`src/hdl/i2cdl_pkg.sv`:
```
// ----------------------------------------------------------------------------
// i2cdl_pkg
// Shared types and constants for the write-only display I2C link.
// ----------------------------------------------------------------------------
package i2cdl_pkg;

  // Configuration register indexes
  localparam logic CFG_DEVICE_ADDRESS = 1'b0;
  localparam logic CFG_PHASE_TICKS    = 1'b1;

  localparam int unsigned CFG_INDEX_W = 1;
  localparam int unsigned CFG_DATA_W  = 16;

  localparam logic [7:0]  DEVICE_ADDRESS_RST = 8'd120;
  localparam logic [15:0] PHASE_TICKS_RST    = 16'd1;

  // Control byte that precedes the payload
  localparam logic [7:0] CTRL_CMD  = 8'h00;
  localparam logic [7:0] CTRL_DATA = 8'h40;

  // Input action codes
  localparam logic ACT_TICK = 1'b0;
  localparam logic ACT_SEND = 1'b1;

  // Byte slots within a frame
  localparam logic [1:0] SLOT_ADDR = 2'd0;
  localparam logic [1:0] SLOT_CTRL = 2'd1;
  localparam logic [1:0] SLOT_LAST = 2'd3;

  // Sub-phase index used within START and STOP
  localparam logic [3:0] SUB_FIRST  = 4'd0;
  localparam logic [3:0] SUB_SECOND = 4'd1;
  localparam logic [3:0] SUB_THIRD  = 4'd2;
  localparam logic [3:0] BITS_PER_BYTE = 4'd8;

  typedef enum logic [2:0] {
    ST_IDLE     = 3'd0,
    ST_START    = 3'd1,
    ST_BIT_LOW  = 3'd2,
    ST_BIT_HIGH = 3'd3,
    ST_ACK_LOW  = 3'd4,
    ST_ACK_HIGH = 3'd5,
    ST_STOP     = 3'd6
  } step_e;

  typedef struct packed {
    logic       action;
    logic       is_data;
    logic [7:0] payload;
  } in_beat_t;

  typedef struct packed {
    logic scl;
    logic sda;
    logic busy_res;
    logic rejected;
    logic frame_done;
  } out_beat_t;

endpackage

```
`src/hdl/i2c_write_only_display_link.sv`:
```
// ----------------------------------------------------------------------------
// i2c_write_only_display_link
// Write-only I2C master that sends a command or data byte to a display.
// ----------------------------------------------------------------------------
// Every input beat, tick or send request, yields exactly one result beat that
// shows the SCL/SDA levels after that beat, the busy flag, a reject flag for a
// request made mid-frame and a done pulse on the tick that ends STOP. The block
// takes one beat per clock cycle unless stalled; the result is loaded into the
// output register on acceptance, and input stall rises only while that register
// holds a result that the far side stalls. A frame is START, the device address,
// the control byte (0x00 command, 0x40 data), the payload and STOP, each byte
// followed by an unsampled ack pulse; every pin phase lasts phase_ticks ticks
// (zero counts as one). Write configuration only while no frame is running.
module i2c_write_only_display_link (
  input  logic                                   clk_i,
  input  logic                                   rst_ni,
  input  logic                                   in_valid_i,
  output logic                                   in_stall_o,
  input  i2cdl_pkg::in_beat_t                    in_data_i,
  output logic                                   out_valid_o,
  input  logic                                   out_stall_i,
  output i2cdl_pkg::out_beat_t                   out_data_o,
  input  logic                                   cfg_we_i,
  input  logic [i2cdl_pkg::CFG_INDEX_W-1:0]      cfg_index_i,
  input  logic [i2cdl_pkg::CFG_DATA_W-1:0]       cfg_data_i
);

  logic [7:0]  dev_addr_q;
  logic [15:0] phase_q;

  i2cdl_pkg::step_e step_q, step_d;
  logic [1:0]  byte_slot_q, byte_slot_d;
  logic [3:0]  bit_slot_q, bit_slot_d;
  logic [7:0]  shift_q, shift_d;
  logic [7:0]  payload_q, payload_d;
  logic        kind_q, kind_d;
  logic [15:0] hold_q, hold_d;
  logic        scl_q, scl_d;
  logic        sda_q, sda_d;

  i2cdl_pkg::out_beat_t out_q, out_d;
  logic                 out_valid_q;

  logic        accept;
  logic        busy;
  logic        rej;
  logic        done;
  logic [15:0] phase_len;
  logic [15:0] hold_dec;
  logic [7:0]  load_val;
  logic [7:0]  shift_nxt;
  logic [3:0]  bit_inc;
  logic [1:0]  byte_inc;

  assign in_stall_o  = out_valid_q & out_stall_i;
  assign accept      = in_valid_i & ~in_stall_o;
  assign out_valid_o = out_valid_q;
  assign out_data_o  = out_q;

  assign busy      = (step_q != i2cdl_pkg::ST_IDLE);
  assign phase_len = (phase_q == '0) ? 16'd1 : phase_q;
  assign hold_dec  = (hold_q != '0) ? hold_q - 16'd1 : '0;
  assign shift_nxt = {shift_q[6:0], 1'b0};
  assign bit_inc   = bit_slot_q + 4'd1;
  assign byte_inc  = byte_slot_q + 2'd1;

  // Byte to load when the next byte begins; the slot is the one being entered
  always_comb begin
    case (step_q)
      i2cdl_pkg::ST_ACK_HIGH: begin
        load_val = (byte_inc == i2cdl_pkg::SLOT_CTRL)
                 ? (kind_q ? i2cdl_pkg::CTRL_DATA : i2cdl_pkg::CTRL_CMD)
                 : payload_q;
      end
      default: begin
        load_val = dev_addr_q;
      end
    endcase
  end

  // Next state
  always_comb begin
    step_d      = step_q;
    byte_slot_d = byte_slot_q;
    bit_slot_d  = bit_slot_q;
    shift_d     = shift_q;
    payload_d   = payload_q;
    kind_d      = kind_q;
    hold_d      = hold_q;
    scl_d       = scl_q;
    sda_d       = sda_q;
    rej         = 1'b0;
    done        = 1'b0;

    if (in_data_i.action == i2cdl_pkg::ACT_SEND) begin
      if (busy) begin
        rej = 1'b1;
      end else begin
        payload_d   = in_data_i.payload;
        kind_d      = in_data_i.is_data;
        byte_slot_d = '0;
        bit_slot_d  = '0;
        shift_d     = '0;
        step_d      = i2cdl_pkg::ST_START;
        scl_d       = 1'b1;
        sda_d       = 1'b1;
        hold_d      = phase_len;
      end
    end else if (busy) begin
      hold_d = hold_dec;
      if (hold_dec == '0) begin
        // Phase over: advance the pin sequence
        hold_d = phase_len;
        case (step_q)
          i2cdl_pkg::ST_START: begin
            if (bit_slot_q == i2cdl_pkg::SUB_FIRST) begin
              bit_slot_d = i2cdl_pkg::SUB_SECOND;
              scl_d      = 1'b1;
              sda_d      = 1'b0;
            end else if (bit_slot_q == i2cdl_pkg::SUB_SECOND) begin
              bit_slot_d = i2cdl_pkg::SUB_THIRD;
              scl_d      = 1'b0;
              sda_d      = 1'b0;
            end else begin
              byte_slot_d = i2cdl_pkg::SLOT_ADDR;
              shift_d     = load_val;
              bit_slot_d  = '0;
              step_d      = i2cdl_pkg::ST_BIT_LOW;
              scl_d       = 1'b0;
              sda_d       = load_val[7];
            end
          end
          i2cdl_pkg::ST_BIT_LOW: begin
            step_d = i2cdl_pkg::ST_BIT_HIGH;
            scl_d  = 1'b1;
            sda_d  = shift_q[7];
          end
          i2cdl_pkg::ST_BIT_HIGH: begin
            shift_d    = shift_nxt;
            bit_slot_d = bit_inc;
            scl_d      = 1'b0;
            if (bit_inc >= i2cdl_pkg::BITS_PER_BYTE) begin
              step_d = i2cdl_pkg::ST_ACK_LOW;
              sda_d  = 1'b1;
            end else begin
              step_d = i2cdl_pkg::ST_BIT_LOW;
              sda_d  = shift_nxt[7];
            end
          end
          i2cdl_pkg::ST_ACK_LOW: begin
            step_d = i2cdl_pkg::ST_ACK_HIGH;
            scl_d  = 1'b1;
            sda_d  = 1'b1;
          end
          i2cdl_pkg::ST_ACK_HIGH: begin
            byte_slot_d = byte_inc;
            bit_slot_d  = '0;
            scl_d       = 1'b0;
            if (byte_inc == i2cdl_pkg::SLOT_LAST || byte_inc == i2cdl_pkg::SLOT_ADDR) begin
              step_d = i2cdl_pkg::ST_STOP;
              sda_d  = 1'b0;
            end else begin
              shift_d = load_val;
              step_d  = i2cdl_pkg::ST_BIT_LOW;
              sda_d   = load_val[7];
            end
          end
          i2cdl_pkg::ST_STOP: begin
            if (bit_slot_q == i2cdl_pkg::SUB_FIRST) begin
              bit_slot_d = i2cdl_pkg::SUB_SECOND;
              scl_d      = 1'b1;
              sda_d      = 1'b0;
            end else if (bit_slot_q == i2cdl_pkg::SUB_SECOND) begin
              bit_slot_d = i2cdl_pkg::SUB_THIRD;
              scl_d      = 1'b1;
              sda_d      = 1'b1;
            end else begin
              step_d      = i2cdl_pkg::ST_IDLE;
              scl_d       = 1'b1;
              sda_d       = 1'b1;
              hold_d      = '0;
              bit_slot_d  = '0;
              byte_slot_d = '0;
              done        = 1'b1;
            end
          end
          default: begin
            step_d = i2cdl_pkg::ST_IDLE;
            scl_d  = 1'b1;
            sda_d  = 1'b1;
            hold_d = '0;
          end
        endcase
      end
    end
  end

  // Result fields
  always_comb begin
    out_d.scl        = scl_d;
    out_d.sda        = sda_d;
    out_d.busy_res   = (step_d != i2cdl_pkg::ST_IDLE);
    out_d.rejected   = rej;
    out_d.frame_done = done;
  end

  always_ff @(posedge clk_i or negedge rst_ni) begin
    if (!rst_ni) begin
      dev_addr_q <= i2cdl_pkg::DEVICE_ADDRESS_RST;
      phase_q    <= i2cdl_pkg::PHASE_TICKS_RST;
    end else if (cfg_we_i) begin
      if (cfg_index_i == i2cdl_pkg::CFG_DEVICE_ADDRESS) begin
        dev_addr_q <= cfg_data_i[7:0];
      end else begin
        phase_q <= cfg_data_i;
      end
    end
  end

  always_ff @(posedge clk_i or negedge rst_ni) begin
    if (!rst_ni) begin
      step_q      <= i2cdl_pkg::ST_IDLE;
      byte_slot_q <= '0;
      bit_slot_q  <= '0;
      shift_q     <= '0;
      payload_q   <= '0;
      kind_q      <= 1'b0;
      hold_q      <= '0;
      scl_q       <= 1'b1;
      sda_q       <= 1'b1;
    end else if (accept) begin
      step_q      <= step_d;
      byte_slot_q <= byte_slot_d;
      bit_slot_q  <= bit_slot_d;
      shift_q     <= shift_d;
      payload_q   <= payload_d;
      kind_q      <= kind_d;
      hold_q      <= hold_d;
      scl_q       <= scl_d;
      sda_q       <= sda_d;
    end
  end

  // Result register: load on accept, drop once taken
  always_ff @(posedge clk_i or negedge rst_ni) begin
    if (!rst_ni) begin
      out_valid_q <= 1'b0;
    end else if (accept) begin
      out_valid_q <= 1'b1;
    end else if (!out_stall_i) begin
      out_valid_q <= 1'b0;
    end
  end

  always_ff @(posedge clk_i) begin
    if (accept) begin
      out_q <= out_d;
    end
  end

endmodule

```
`config.mk`:
```
export PLATFORM = sky130hd
export DESIGN_NAME = i2c_write_only_display_link
export DESIGN_NICKNAME = d
export VERILOG_FILES = /design/src/hdl/i2cdl_pkg.sv /design/src/hdl/i2c_write_only_display_link.sv
export SDC_FILE = /design/constraint.sdc
export NUM_CORES = 1
export LEC_CHECK = 0
export BUFFER_PORTS_ARGS = -buffer_cell sky130_fd_sc_hd__buf_4
export CAP_MARGIN = 40
export CORE_ASPECT_RATIO = 1.1
export CORE_UTILIZATION = 55
export CTS_CLUSTER_SIZE = 20
export DETAILED_ROUTE_END_ITERATION = 10
export PLACE_DENSITY = 0.87
export SYNTH_ARGS = -nofsm -noshare
export SYNTH_HDL_FRONTEND = slang
export SYNTH_SLANG_ARGS = --single-unit
```
`constraint.sdc`:
```
create_clock -name clk_i -period 4.5 [get_ports clk_i]
set_input_delay 0.9 -clock clk_i [delete_from_list [all_inputs] [get_ports clk_i]]
set_output_delay 0.9 -clock clk_i [all_outputs]
set_load 0.01 [all_outputs]
```
**Word-level counts from Yosys, hierarchy flattened**

Cells that the tools add are included.

- Flip-flop bits (word level): 74
- Input bits: 32
- Output and inout port bits: 7
- Word-level logic and storage cells: 133

- $add $sub $neg: 3
- Order comparisons: 1
- Eq/ne operators: 16
- Muxes and demuxes: 65
- Bitwise gates (word level): 7
- Reductions and logical operators: 24

Operators by type and width:

| kind | count |
|---|---|
| $mux W16 | 8 |
| $mux W8 | 9 |
| $logic_not A16 Y1 | 2 |
| $pmux W16 S2 | 1 |
| $mux W3 | 10 |
| $pmux W8 S3 | 1 |
| $mux W4 | 5 |
| $mux W1 | 18 |
| $pmux W3 S6 | 1 |
| $reduce_bool A16 Y1 | 1 |
| $sub A16 B1 Y16 const B | 1 |
| $ne A3 B3 Y1 const B | 5 |
| $mux W2 | 7 |
| $pmux W4 S3 | 1 |
| $reduce_or A5 Y1 | 2 |
| $eq A3 B3 Y1 const B | 3 |
| $reduce_bool A3 Y1 | 3 |
| $reduce_and A8 Y1 | 1 |
| $reduce_bool A4 Y1 | 2 |
| $mux W7 | 1 |
| $reduce_and A7 Y1 | 1 |
| $eq A3 B2 Y1 const B | 2 |
| $reduce_and A3 Y1 | 2 |
| $not A1 Y1 | 5 |
| 20 further kinds | 24 |

**Depth between registers and ports, before layout**

Gate-level depths: netlist of run 1.

- Depth in word-level cells: 10
- Gate-level depth with buffers: 10
- Gate-level depth less buffers: 9

**Worst setup path after synthesis of run 1**

No wires, ideal clock.

- Path type: reg2reg
- Start point: register hold_q[0]
- End point: register out_q (netlist bit out_data_o[2]) (data pin)
- Setup time: 263 ps
- Data arrival time: 2474 ps
- Data required time: 4237 ps
- Path slack: 1763 ps
- Cell stages (with the launch flop): 9
- Buffers on the path: 0
- Period minus slack after synthesis: 2737 ps
- Cells stage by stage: dfrtp_1 -> inv_1 -> ha_1 -> or4b_4 -> o41ai_4 -> o31ai_4 -> or3_1 -> o31ai_1 -> nand3_1

RTL lines:

| what | line | text |
|---|---|---|
| start: declaration | i2c_write_only_display_link.sv:37 | `logic [15:0] hold_q, hold_d;` |
| start signal: assignment | i2c_write_only_display_link.sv:238 | `hold_q <= hold_d;` |
| end signal: assignment | i2c_write_only_display_link.sv:257 | `out_q <= out_d;` |
| end: declaration | i2c_write_only_display_link.sv:41 | `i2cdl_pkg::out_beat_t out_q, out_d;` |

**Worst setup path after layout of run 1**

- Start point: register hold_q[0]
- End point: register hold_q[5]

- Word-level cells in the longest chain between the ends: 6
- Elaborated cells between the ends (all ways): 7
- Those cells by class: add/sub: 1; mux: 4; reduce/logical: 2

Ends and longest elaborated chain:

| what | line | text |
|---|---|---|
| $sub A16 B1 Y16 / $reduce_bool A16 Y1 (equally long branches) | i2c_write_only_display_link.sv:62 | `assign hold_dec = (hold_q != '0) ? hold_q - 16'd1 : '0;` |
| $mux W16 * | i2c_write_only_display_link.sv:62 |  |
| $logic_not A16 Y1 | i2c_write_only_display_link.sv:111 | `if (hold_dec == '0) begin` |
| $mux W16 * | i2c_write_only_display_link.sv:111 |  |
| $mux W16 * | i2c_write_only_display_link.sv:109 | `end else if (busy) begin` |
| $mux W16 * | i2c_write_only_display_link.sv:95 | `if (in_data_i.action == i2cdl_pkg::ACT_SEND) begin` |

Every way passes the cells marked *; elsewhere a longest branch is shown, timed or not. The select of a mux whose other input is x is not followed.
A chain may end at the register's enable or synchronous reset.

==> results of run 1 <==
==> cells in the mapped netlist (3+ instances only) <==
library cell / n / area, sq um
a211oi_1: 3 / 22.52
a21oi_1: 28 / 140.1
a22oi_1: 8 / 60.06
a31oi_1: 6 / 37.54
a32o_1: 4 / 40.04
and3_1: 3 / 18.77
buf_1: 3 / 11.26
clkbuf_1: 12 / 45.04
dfrtp_1: 62 / 1551
dfstp_2: 7 / 183.9
edfxtp_1: 5 / 150.1
ha_1: 9 / 112.6
inv_1: 12 / 45.04
mux2_2: 33 / 371.6
mux2i_1: 8 / 80.08
nand2_1: 34 / 127.6
nand3_1: 12 / 60.06
nand4_1: 4 / 25.02
nor2_1: 34 / 127.6
nor3_1: 16 / 80.08
nor3b_1: 7 / 52.55
nor4_1: 7 / 43.79
o21ai_0: 20 / 100.1
o21ai_1: 6 / 30.03
o22ai_1: 6 / 37.54
o2bb2ai_1: 9 / 78.83
o31ai_1: 8 / 60.06
or3_1: 8 / 50.05
xnor2_1: 6 / 52.55
xor2_1: 4 / 35.03
==> placed cells by master, fill, tap and decap left out, types with 3 or more instances in the layout <==
master,n
o21ai_1,6
mux2i_1,8
nor3_1,16
a31oi_1,6
o21ai_0,20
o31ai_1,8
a21oi_1,28
a32o_1,4
dfrtp_1,62
xnor2_1,6
nor4_1,7
inv_1,12
nor3b_1,7
a22oi_1,8
ha_1,9
o22ai_1,6
clkbuf_8,9
nand3_1,12
o2bb2ai_1,9
buf_4,39
nand4_1,4
xor2_1,4
and3_1,3
edfxtp_1,5
dfstp_2,7
mux2_2,33
nor2_1,34
a211oi_1,3
nand2_1,34
or3_1,8
==> where the power goes <==
| part | internal (W) | total (W) | switching (W) |
|---|---|---|---|
| clock network | 0.000292 | 0.000553 | 0.000261 |
| logic | 0.000350 | 0.000796 | 0.000446 |
| registers | 0.000834 | 0.00105 | 0.000221 |
| total | 0.00148 | 0.00240 | 0.000928 |
==> metrics by stage <==
stage	power (W)	area (sq um)	std cells
after CTS	0.002396	4880	575
after detailed placement	0.001839	4667	559
final	0.002405	4880	575
after global routing	0.002538	4880	575
after global placement	0.001798	4667	559
after floorplan	0.001617	4339	435
==> registers in the layout (all words and copies together) (netlist names) <==
name and cells:
shift_q 8, out_valid_o 1, dev_addr_q 8, hold_q 16
kind_q 1, step_q 3, byte_slot_q 2, payload_q 8
sda_q 1, bit_slot_q 4, scl_q 1, out_data_o 5
phase_q 16
==> per-layer routing <==
metal / track usage / vias to the layer above / share of wire
li1: - / 1689 / -
met1: 0.3692 / 1841 / 0.42
met2: 0.4239 / 208 / 0.48
met3: 0.05974 / 35 / 0.076
met4: 0.1194 / 0 / 0.025
met5: 0 / - / 0
==> worst register-to-register path, delay by kind of cell (launching register included) <==
kind / cells / cell delay (ns)
flip-flops: 1 / 0.42
AO/OA/AOI/OAI: 2 / 0.53
AND/OR/NAND/NOR: 5 / 1.63
buffers and inverters: 1 / 0.13
adder cells (fa/ha/maj): 1 / 0.32
==> worst paths after layout <==
path	start	to	slack, ns	depth (start not counted)
worst max-delay path	hold_q[0]	hold_q[5]	1.33	9
worst min-delay path	shift_q[3]	shift_q[3]	0.50	1
worst max register to register	hold_q[0]	hold_q[5]	1.33	9
worst min register to register	shift_q[3]	shift_q[3]	0.50	1
max in group asynchronous	rst_ni	hold_q[8]	3.30	1
min in group asynchronous	rst_ni	phase_q[9]	0.64	1
==> kinds of logic after synthesis <==
family / count (synthesis) / synth area share
buffers and inverters: 34 / 0.03431
muxes: 42 / 0.1067
xor gates and xnor gates: 10 / 0.02018
DFF: 74 / 0.4345
AOI/OAI and AO/OA: 118 / 0.1941
and+or+nand+nor: 148 / 0.1843
adders and majority gates: 9 / 0.02595
==> area by class of cell <==
cell class                      instances  area, sq um  area share
Clock buffer                           11        152.6     0.03128
Clock inverter                          5        60.06     0.01231
Inverter                               14        52.55     0.01077
Multi-Input combinational cell        327         2305      0.4723
Sequential cell                        74         1886      0.3864
Tap cell                              105        131.4     0.02692
Timing Repair Buffer                   39        292.8     0.06000
==> flow_metrics.tcl, run 1 <==
set metrics [dict create \
    dr.pass1.iters 6 \
    period_share 0.7040 \
    arrival_ns 3.37 \
    fin_crit_ns 3.168 \
    dieArea_sq_um 8249 \
    post_drt_wl_per_cell_um 18.34 \
    start_util 0.5743 \
    yosysSeqAreaShare 0.4345 \
    synth_area_sq_um 4339 \
    cts_tree "built" \
    h-tree-depth 3 \
    ios 39 \
    cp.required_ns 4.70 \
    timing.fmax_ghz 0.3157 \
    ys_ff_latch 74 \
    grt_pass1_vias 3453 \
    synthToLayoutAreaGrowth_pct 12.46 \
    worstSkewPairLatency_ns 0.36 \
    ys_warn_count 0 \
    nNetsFinal 506 \
    synth_fp_nets 476 \
    leakagePower_nw 1.981 \
    cts_num_sinks 74 \
    drt_iter0_drc 359 \
    port_buffers 38 \
    antenna_found_initial 0 \
    status "finished clean" \
    whs_ns 0.4981 \
    final_core_util 0.6458 \
    die_h_um 95.16 \
    synthArstFlopShare 0.9324 \
    crit_family "simple AND/OR/NAND/NOR gates" \
    root_buffer "clkbuf_8" \
    hold_buffers 0 \
    worstSetupStartpointType "flip-flop" \
    coreArea_sq_um 7556 \
    power.density_nw_per_um2 492.8 \
    cp_max_fo 11 \
    clk_pin_slew_worst_paths_ns 0.09 \
    max_slew_margin 0.3973 \
    yosysUniqueCellTypes 71 \
    die_x_um 86.69 \
    synth_cells 435 \
    grt_max_degree 70 \
    path_buf_inv 1 \
    fin_setup_tns_ns 0 \
    grt_pass1_wl_um 17100 \
    fin_ws_ns 1.332 \
    setup_violations 0 \
    hold_viol_final 0 \
    row_count 33 \
    crit_path_max_incr_delay_ns 0.55 \
    clock_skew_ns 0.01255 \
    place.gp.congestion 0.9317 \
    cts_setup_buffers 0 \
    crit_chain "inv_1 > ha_1 > or4b_4 > nor2_4 > and4bb_4 > o311a_4 > nor2_2 > and3_1 > o32ai_1" \
    num_vias 3773 \
    drive_gt1_frac 0.2362 \
    crit_path_end_kind "flip-flop" \
    cts_buffers 9 \
    track_usage 0.2730 \
    grt_overflow 0 \
    dp_slack_ns 1.394 \
    synthFlopType "dfrtp_1" \
    drtAntennaViolNets 0 \
    drv_cap 0 \
    ir_drop_uv 321.2 \
    slew_violations 0 \
    viasPerCell 6.562 \
    clockBufferDepth 2 \
    synth_edf_count 5 \
    hpwlAfterDp_um 7419 \
    diodes 0 \
    cts_resized 0 \
    rsz0062_at_grt "false" \
    critPathSlowestCell "or4b_4" \
    path_class "flip-flop to flip-flop" \
    tightest_slew_ns 0.8972 \
    wirelength_um 10550 \
    drc_errors 0 \
    hold_class "flip-flop to flip-flop" \
    fillers 588 \
    avgSynthCellArea_sq_um 9.975 \
]
Power figures use the tool's default switching activity.
==> run 2: changes to the inputs <==
Settings changed: ABC_AREA from default to 1, CORE_UTILIZATION 55 to 54, PLACE_DENSITY 0.87 to 0.88.
Clock period 4.5 ns to 2.6 ns, I/O delays scaled along.
==> run 2 against run 1 <==
  * Sequential share of layout area shrank 2.9 points
  * Clock power grew 90%
  * Area after synthesis grew 4.0%
  * Register-to-register slack lost 1.2 ns
  * Die area increased by 5.7%
  * Global-route usage rose by 0.74 points
  * Critical path type unchanged
  * Critical endpoint is now hold_q[7]
  * Largest cell class unchanged
==> flow_metrics.tcl, run 2 <==
set metrics [dict create \
    synth.most_common_cell "nand2_1" \
    layout_common_cells "nand2_1 (146), inv_1 (80), nand3_1 (75)" \
    yosysSeqAreaShare 0.4180 \
    track_usage 0.2804 \
    drv_cap 0 \
    grt_overflow 0 \
    yosysUniqueCellTypes 39 \
    post_drt_wl_per_cell_um 14.91 \
    nNetsFinal 694 \
    ios 39 \
    synth_top_area_share 0.3440 \
    cp_max_fo 16 \
    synthArstFlopShare 0.9324 \
    ys_warn_count 0 \
    fin_crit_ns 2.475 \
    h-tree-depth 3 \
    place.gp.congestion 0.9401 \
    viasPerCell 5.764 \
    cts_buffers 9 \
    root_buffer "clkbuf_8" \
    synth_fp_nets 649 \
    grt_pass1_vias 4260 \
    dieArea_sq_um 8723 \
    hold_class "primary input to asynchronous set/reset pin" \
    start_util 0.5640 \
    status "finished clean" \
    worstSetupStartpointType "flip-flop" \
    die_h_um 97.86 \
    synthToLayoutAreaGrowth_pct 16.84 \
    netlist.top_cell.by_area "dfrtp_1" \
    place_area_sq_um 4931 \
    synth_edf_count 5 \
    avgSynthCellArea_sq_um 7.419 \
    period_share 0.9519 \
    diodes 0 \
    port_buffers 38 \
    fillers 663 \
    coreArea_sq_um 7998 \
    leakagePower_nw 2.546 \
    grt_max_degree 39 \
    dp.cells 744 \
    wirelength_um 11420 \
    ys_ff_latch 74 \
    netlist_top_cells_count "nand2_1 (148), inv_1 (82), nand3_1 (75)" \
    clockBufferDepth 2 \
    power.density_nw_per_um2 875.2 \
    row_count 34 \
    hold_viol_final 0 \
    seq_power_share 0.375 \
    slew_violations 0 \
    p_sw_w 0.001930 \
    hpwlAfterDp_um 8228 \
    synth_cells 608 \
    internal_power_w 0.002682 \
    timing.fmax_ghz 0.4041 \
    num_vias 4415 \
    power.share.clock 0.228 \
    drtAntennaViolNets 0 \
    worstSkewPairLatency_ns 0.36 \
    comb_power_share 0.397 \
    antenna_found_initial 0 \
    synth_area_sq_um 4511 \
    cts_num_sinks 74 \
    max_slew_margin 0.4326 \
    drt_iter0_drc 470 \
    instances_no_fill 766 \
    arrival_ns 2.70 \
    crit_path_end_kind "flip-flop" \
    drive_gt1_frac 0.1839 \
    synthFlopType "dfrtp_1" \
    design_area_sq_um 5270 \
    die_x_um 89.14 \
    final_common_cell "nand2_1" \
    drc_errors 0 \
    setup_violations 0 \
    clk_pin_slew_worst_paths_ns 0.09 \
    cts_tree "built" \
    top_regs "hold_q (16), phase_q (16)" \
    hold_buffers 0 \
    grt_pass1_wl_um 19190 \
    synthTopCellsByArea "dfrtp_1 (34%), nand2_1 (12%), nand3_1 (8.3%), inv_1 (6.8%), o21ai_0 (4.7%)" \
    tightest_slew_ns 0.8491 \
    cp.required_ns 2.82 \
    swShare 0.4185 \
    clock_skew_ns 0.01542 \
    dr.pass1.iters 5 \
    ir_drop_uv 505.6 \
    path_class "flip-flop to flip-flop" \
]
run 2: power groups by stage:
stage / registers [W] / logic [W] / clock network (W)
2_1_floorplan: 0.00167 / 0.00128 / 0
3_3_place_gp: 0.00173 / 0.00164 / 0
3_5_place_dp: 0.00174 / 0.00171 / 0
4_1_cts: 0.00172 / 0.00172 / 0.00105
5_1_grt: 0.00176 / 0.00205 / 0.00110
6_report: 0.00173 / 0.00183 / 0.00105
run 2: logic make-up after synthesis:
| logic type | count (synthesis) | synth area share |
|---|---|---|
| AO/OA/AOI/OAI | 96 | 0.1148 |
| XOR/XNOR | 3 | 0.005826 |
| adder cells (fa/ha/maj) | 9 | 0.02497 |
| buffers and inverters | 102 | 0.09071 |
| flip-flops | 74 | 0.4180 |
| multiplexers | 9 | 0.02247 |
| AND/OR/NAND/NOR | 315 | 0.3232 |
run 2: layout make-up:
class	instances	area, sq um	area share
multi-input cells	433	2290	0.4345
flip-flops and latches	74	1886	0.3578
repair buffers	52	415.4	0.07882
inverters	83	311.5	0.05912
clock buffers	10	137.6	0.02612
well taps	108	135.1	0.02564
clock inverters	6	95.09	0.01804
run 2: worst max-delay path, stage by stage, from the launching register on:
cell	delay (ns)
dfrtp_1	0.44
nor2_1	0.15
nand2_1	0.12
nor2_2	0.25
nand2_8	0.14
buf_4	0.18
nand3_2	0.11
nand2_1	0.07
nor2_2	0.17
nand3_4	0.18
nand2_8	0.16
buf_12	0.15
nand2_1	0.06
nand3_1	0.08
o21ai_0	0.10
run 2: path summary, 6_finish.rpt:
| check | start | endpoint | slack (ns) | cells after the start |
|---|---|---|---|---|
| worst min register to register | sda_q | sda_q | 0.49 | 2 |
| worst min-delay path | rst_ni | phase_q[11] | 0.1 | 1 |
| worst max register to register | hold_q[11] | hold_q[7] | 0.13 | 14 |
| min in group clk_i | in_valid_i | out_valid_o | 0.38 | 3 |
| worst max-delay path | hold_q[11] | hold_q[7] | 0.13 | 14 |
| max in group asynchronous | rst_ni | dev_addr_q[3] | 1.89 | 2 |
run 2: timing repair:
action,CTS,global route
cloned,0,1
setup buffers,0,5
pin swaps,0,2
setup endpoints to repair,2,33
gates resized for setup,1,12
run 2: through the flow:
stage	hold WS, ns	power (W)	TNS, ns	worst slack [ns]	utilization
after floorplan	0.2244	0.002949	0	0.02274	-
after global placement	0.4614	0.003366	0	0.1601	0.6140
after detailed placement	0.4741	0.003444	0	0.02081	0.6166
after CTS	0.1145	0.004495	0	0.01390	0.6460
after global routing	0.1245	0.004912	-0.1927	-0.04067	0.6589
final	0.09663	0.004612	0	0.1252	0.6589
run 2: routing by layer:
layer  global-route usage  vias up  wire length, um
li1                     -     2086                -
met1               0.3645     2091             4722
met2               0.4563      194             5552
met3              0.03888       44              683
met4               0.1355        0              465
met5                    0        -                0
==> run 3: changes to the inputs <==
Settings changed: CORE_UTILIZATION 54 to 55, CTS_BUF_LIST from default to sky130_fd_sc_hd__clkbuf_2, PLACE_DENSITY 0.88 to 0.89.
==> run 3 against run 2 <==
  * Non-clock buffer count rose by 5
  * Highest routed layer unchanged
  * Clock skew up 0.014 ns
  * Critical path type unchanged
  * Maximum frequency down 0.81%
==> flow_metrics.tcl, run 3 (synthesis gave the netlist of run 2 again) <==
set metrics [dict create \
    ir_drop_uv 418.6 \
    hpwlAfterDp_um 8063 \
    clockBufferDepth 2 \
    cts_num_sinks 74 \
    setup_violations 0 \
    drc_errors 0 \
    grt_pass1_vias 4173 \
    hold_viol_final 0 \
    power_w 0.004312 \
    p_sw_w 0.001864 \
    grt_max_degree 49 \
    dr.pass1.iters 6 \
    drv_cap 0 \
    r2r-start "hold_q[1]" \
    h-tree-depth 3 \
    path_buf_inv 3 \
    critPathSlowestCell "dfrtp_1" \
    max_slew_margin 0.4377 \
    die_h_um 96.98 \
    hold_class "primary input to flip-flop" \
    layout_common_cells "nand2_1 (146), inv_1 (81), nand3_1 (75)" \
    drive_gt1_frac 0.1885 \
    track_usage 0.2833 \
    num_vias 4340 \
    cts_buffers 9 \
    root_buffer "clkbuf_2" \
    post_drt_wl_per_cell_um 14.50 \
    slew_violations 0 \
    power.density_nw_per_um2 825.1 \
    path_class "flip-flop to flip-flop" \
    power.share.clock 0.178 \
    comb_power_share 0.422 \
    start_util 0.5701 \
    die_x_um 88.35 \
    wirelength_um 11180 \
    cts_tree "built" \
    critPathCapture "hold_q[3]" \
    drtAntennaViolNets 0 \
    grt_overflow 0 \
    port_buffers 38 \
    top_regs "hold_q (16), phase_q (16)" \
    period_share 0.9597 \
    timing.fmax_ghz 0.4008 \
    ios 39 \
    tightest_slew_ns 0.8415 \
    final_core_util 0.6605 \
    place.gp.congestion 0.9578 \
    ff2ff_path_depth 15 \
    crit_chain "inv_1 > ha_4 > nand2_2 > nor2_4 > nand2_8 > buf_4 > nand3_2 > nand2_1 > nor2_2 > nand3_4 > nand2_8 > buf_12 > nand2_1 > nand3_1 > o21ai_0" \
    reg2reg_slack_ns 0.10 \
    startpoint "hold_q[1]" \
    grt_pass1_wl_um 19080 \
    cp_num_cells 15 \
    rsz0062_at_grt "true" \
    leakagePower_nw 2.538 \
    coreArea_sq_um 7913 \
    crit_path_max_incr_delay_ns 0.43 \
    fin_crit_ns 2.495 \
    reg2reg_to "hold_q[3]" \
    crit_family "simple AND/OR/NAND/NOR gates" \
    viasPerCell 5.629 \
    worstSetupStartpointType "flip-flop" \
    antenna_found_initial 0 \
    seq_power_share 0.400 \
    final_common_cell "nand2_1" \
    synthToLayoutAreaGrowth_pct 15.87 \
    drt_iter0_drc 522 \
    fin_setup_tns_ns 0 \
    nNetsFinal 699 \
    crit_path_end_kind "flip-flop" \
    cp_max_fo 16 \
    dieArea_sq_um 8568 \
    status "finished clean" \
    clk_pin_slew_worst_paths_ns 0.24 \
    arrival_ns 2.93 \
    row_count 34 \
    worstSkewPairLatency_ns 0.54 \
    swShare 0.4323 \
    diodes 0 \
    cp.required_ns 3.04 \
    clock_skew_ns 0.02930 \
    whs_ns 0.1933 \
    internal_power_w 0.002448 \
]
## run 3: worst register-to-register path, cell delays in order (launching register included)
cell and delay [ns]:
dfrtp_1 0.43, inv_1 0.12, ha_4 0.18, nand2_2 0.10, nor2_4 0.19, nand2_8 0.13
buf_4 0.17, nand3_2 0.13, nand2_1 0.08, nor2_2 0.15, nand3_4 0.18, nand2_8 0.15
buf_12 0.15, nand2_1 0.07, nand3_1 0.07, o21ai_0 0.08
## run 3: worst min path at each step
stage,startpoint,endpoint,slack [ns],depth (start not counted)
after global routing,in_data_i[1],payload_q[1],0.18,2
final,in_valid_i,out_valid_o,0.19,3
after CTS,in_valid_i,out_valid_o,0.17,3
after floorplan,rst_ni,bit_slot_q[0],0.22,0
after detailed placement,rst_ni,phase_q[9],0.45,1
after global placement,sda_q,sda_q,0.46,2
## run 3: per-stage QoR
stage,std cells,area [sq um],worst slack [ns]
6_report,771,5226,0.1049
4_1_cts,764,5126,0.03116
3_5_place_dp,746,4954,0.003868
3_3_place_gp,745,4926,0.1409
2_1_floorplan,608,4516,0.02274
5_1_grt,771,5226,-0.02061
## run 3: timing repair
item	CTS	global route
cloned	1	0
endpoints found under the setup margin	8	37
buffers inserted	0	7
resized for setup	2	12
pin swaps	0	2
hold buffers	1	0
hold endpoints to repair	19	0
## run 3: area by class of cell
cell class	count	area, sq um
Clock inverter	6	88.84
Multi-Input combinational cell	433	2290
Clock buffer	10	50.05
Sequential cell	74	1886
Inverter	83	314.1
Timing Repair Buffer	57	462.9
Tap cell	108	135.1
Fill cell	648	2686
## run 3: per-layer routing
metal,GRT usage,vias up,routed length (um)
met3,0.05119,43,749
met2,0.4408,217,5455
li1,-,2091,-
met5,0,-,0
met4,0.1414,0,427
met1,0.3759,1989,4548
## run 3: power groups by stage
stage | sequential (W) | clock (W) | combinational (W)
floorplan | 0.00167 | 0 | 0.00128
global placement | 0.00173 | 0 | 0.00167
detailed placement | 0.00174 | 0 | 0.00171
CTS | 0.00172 | 0.000773 | 0.00174
global route | 0.00176 | 0.000815 | 0.00206
finish | 0.00173 | 0.000766 | 0.00182
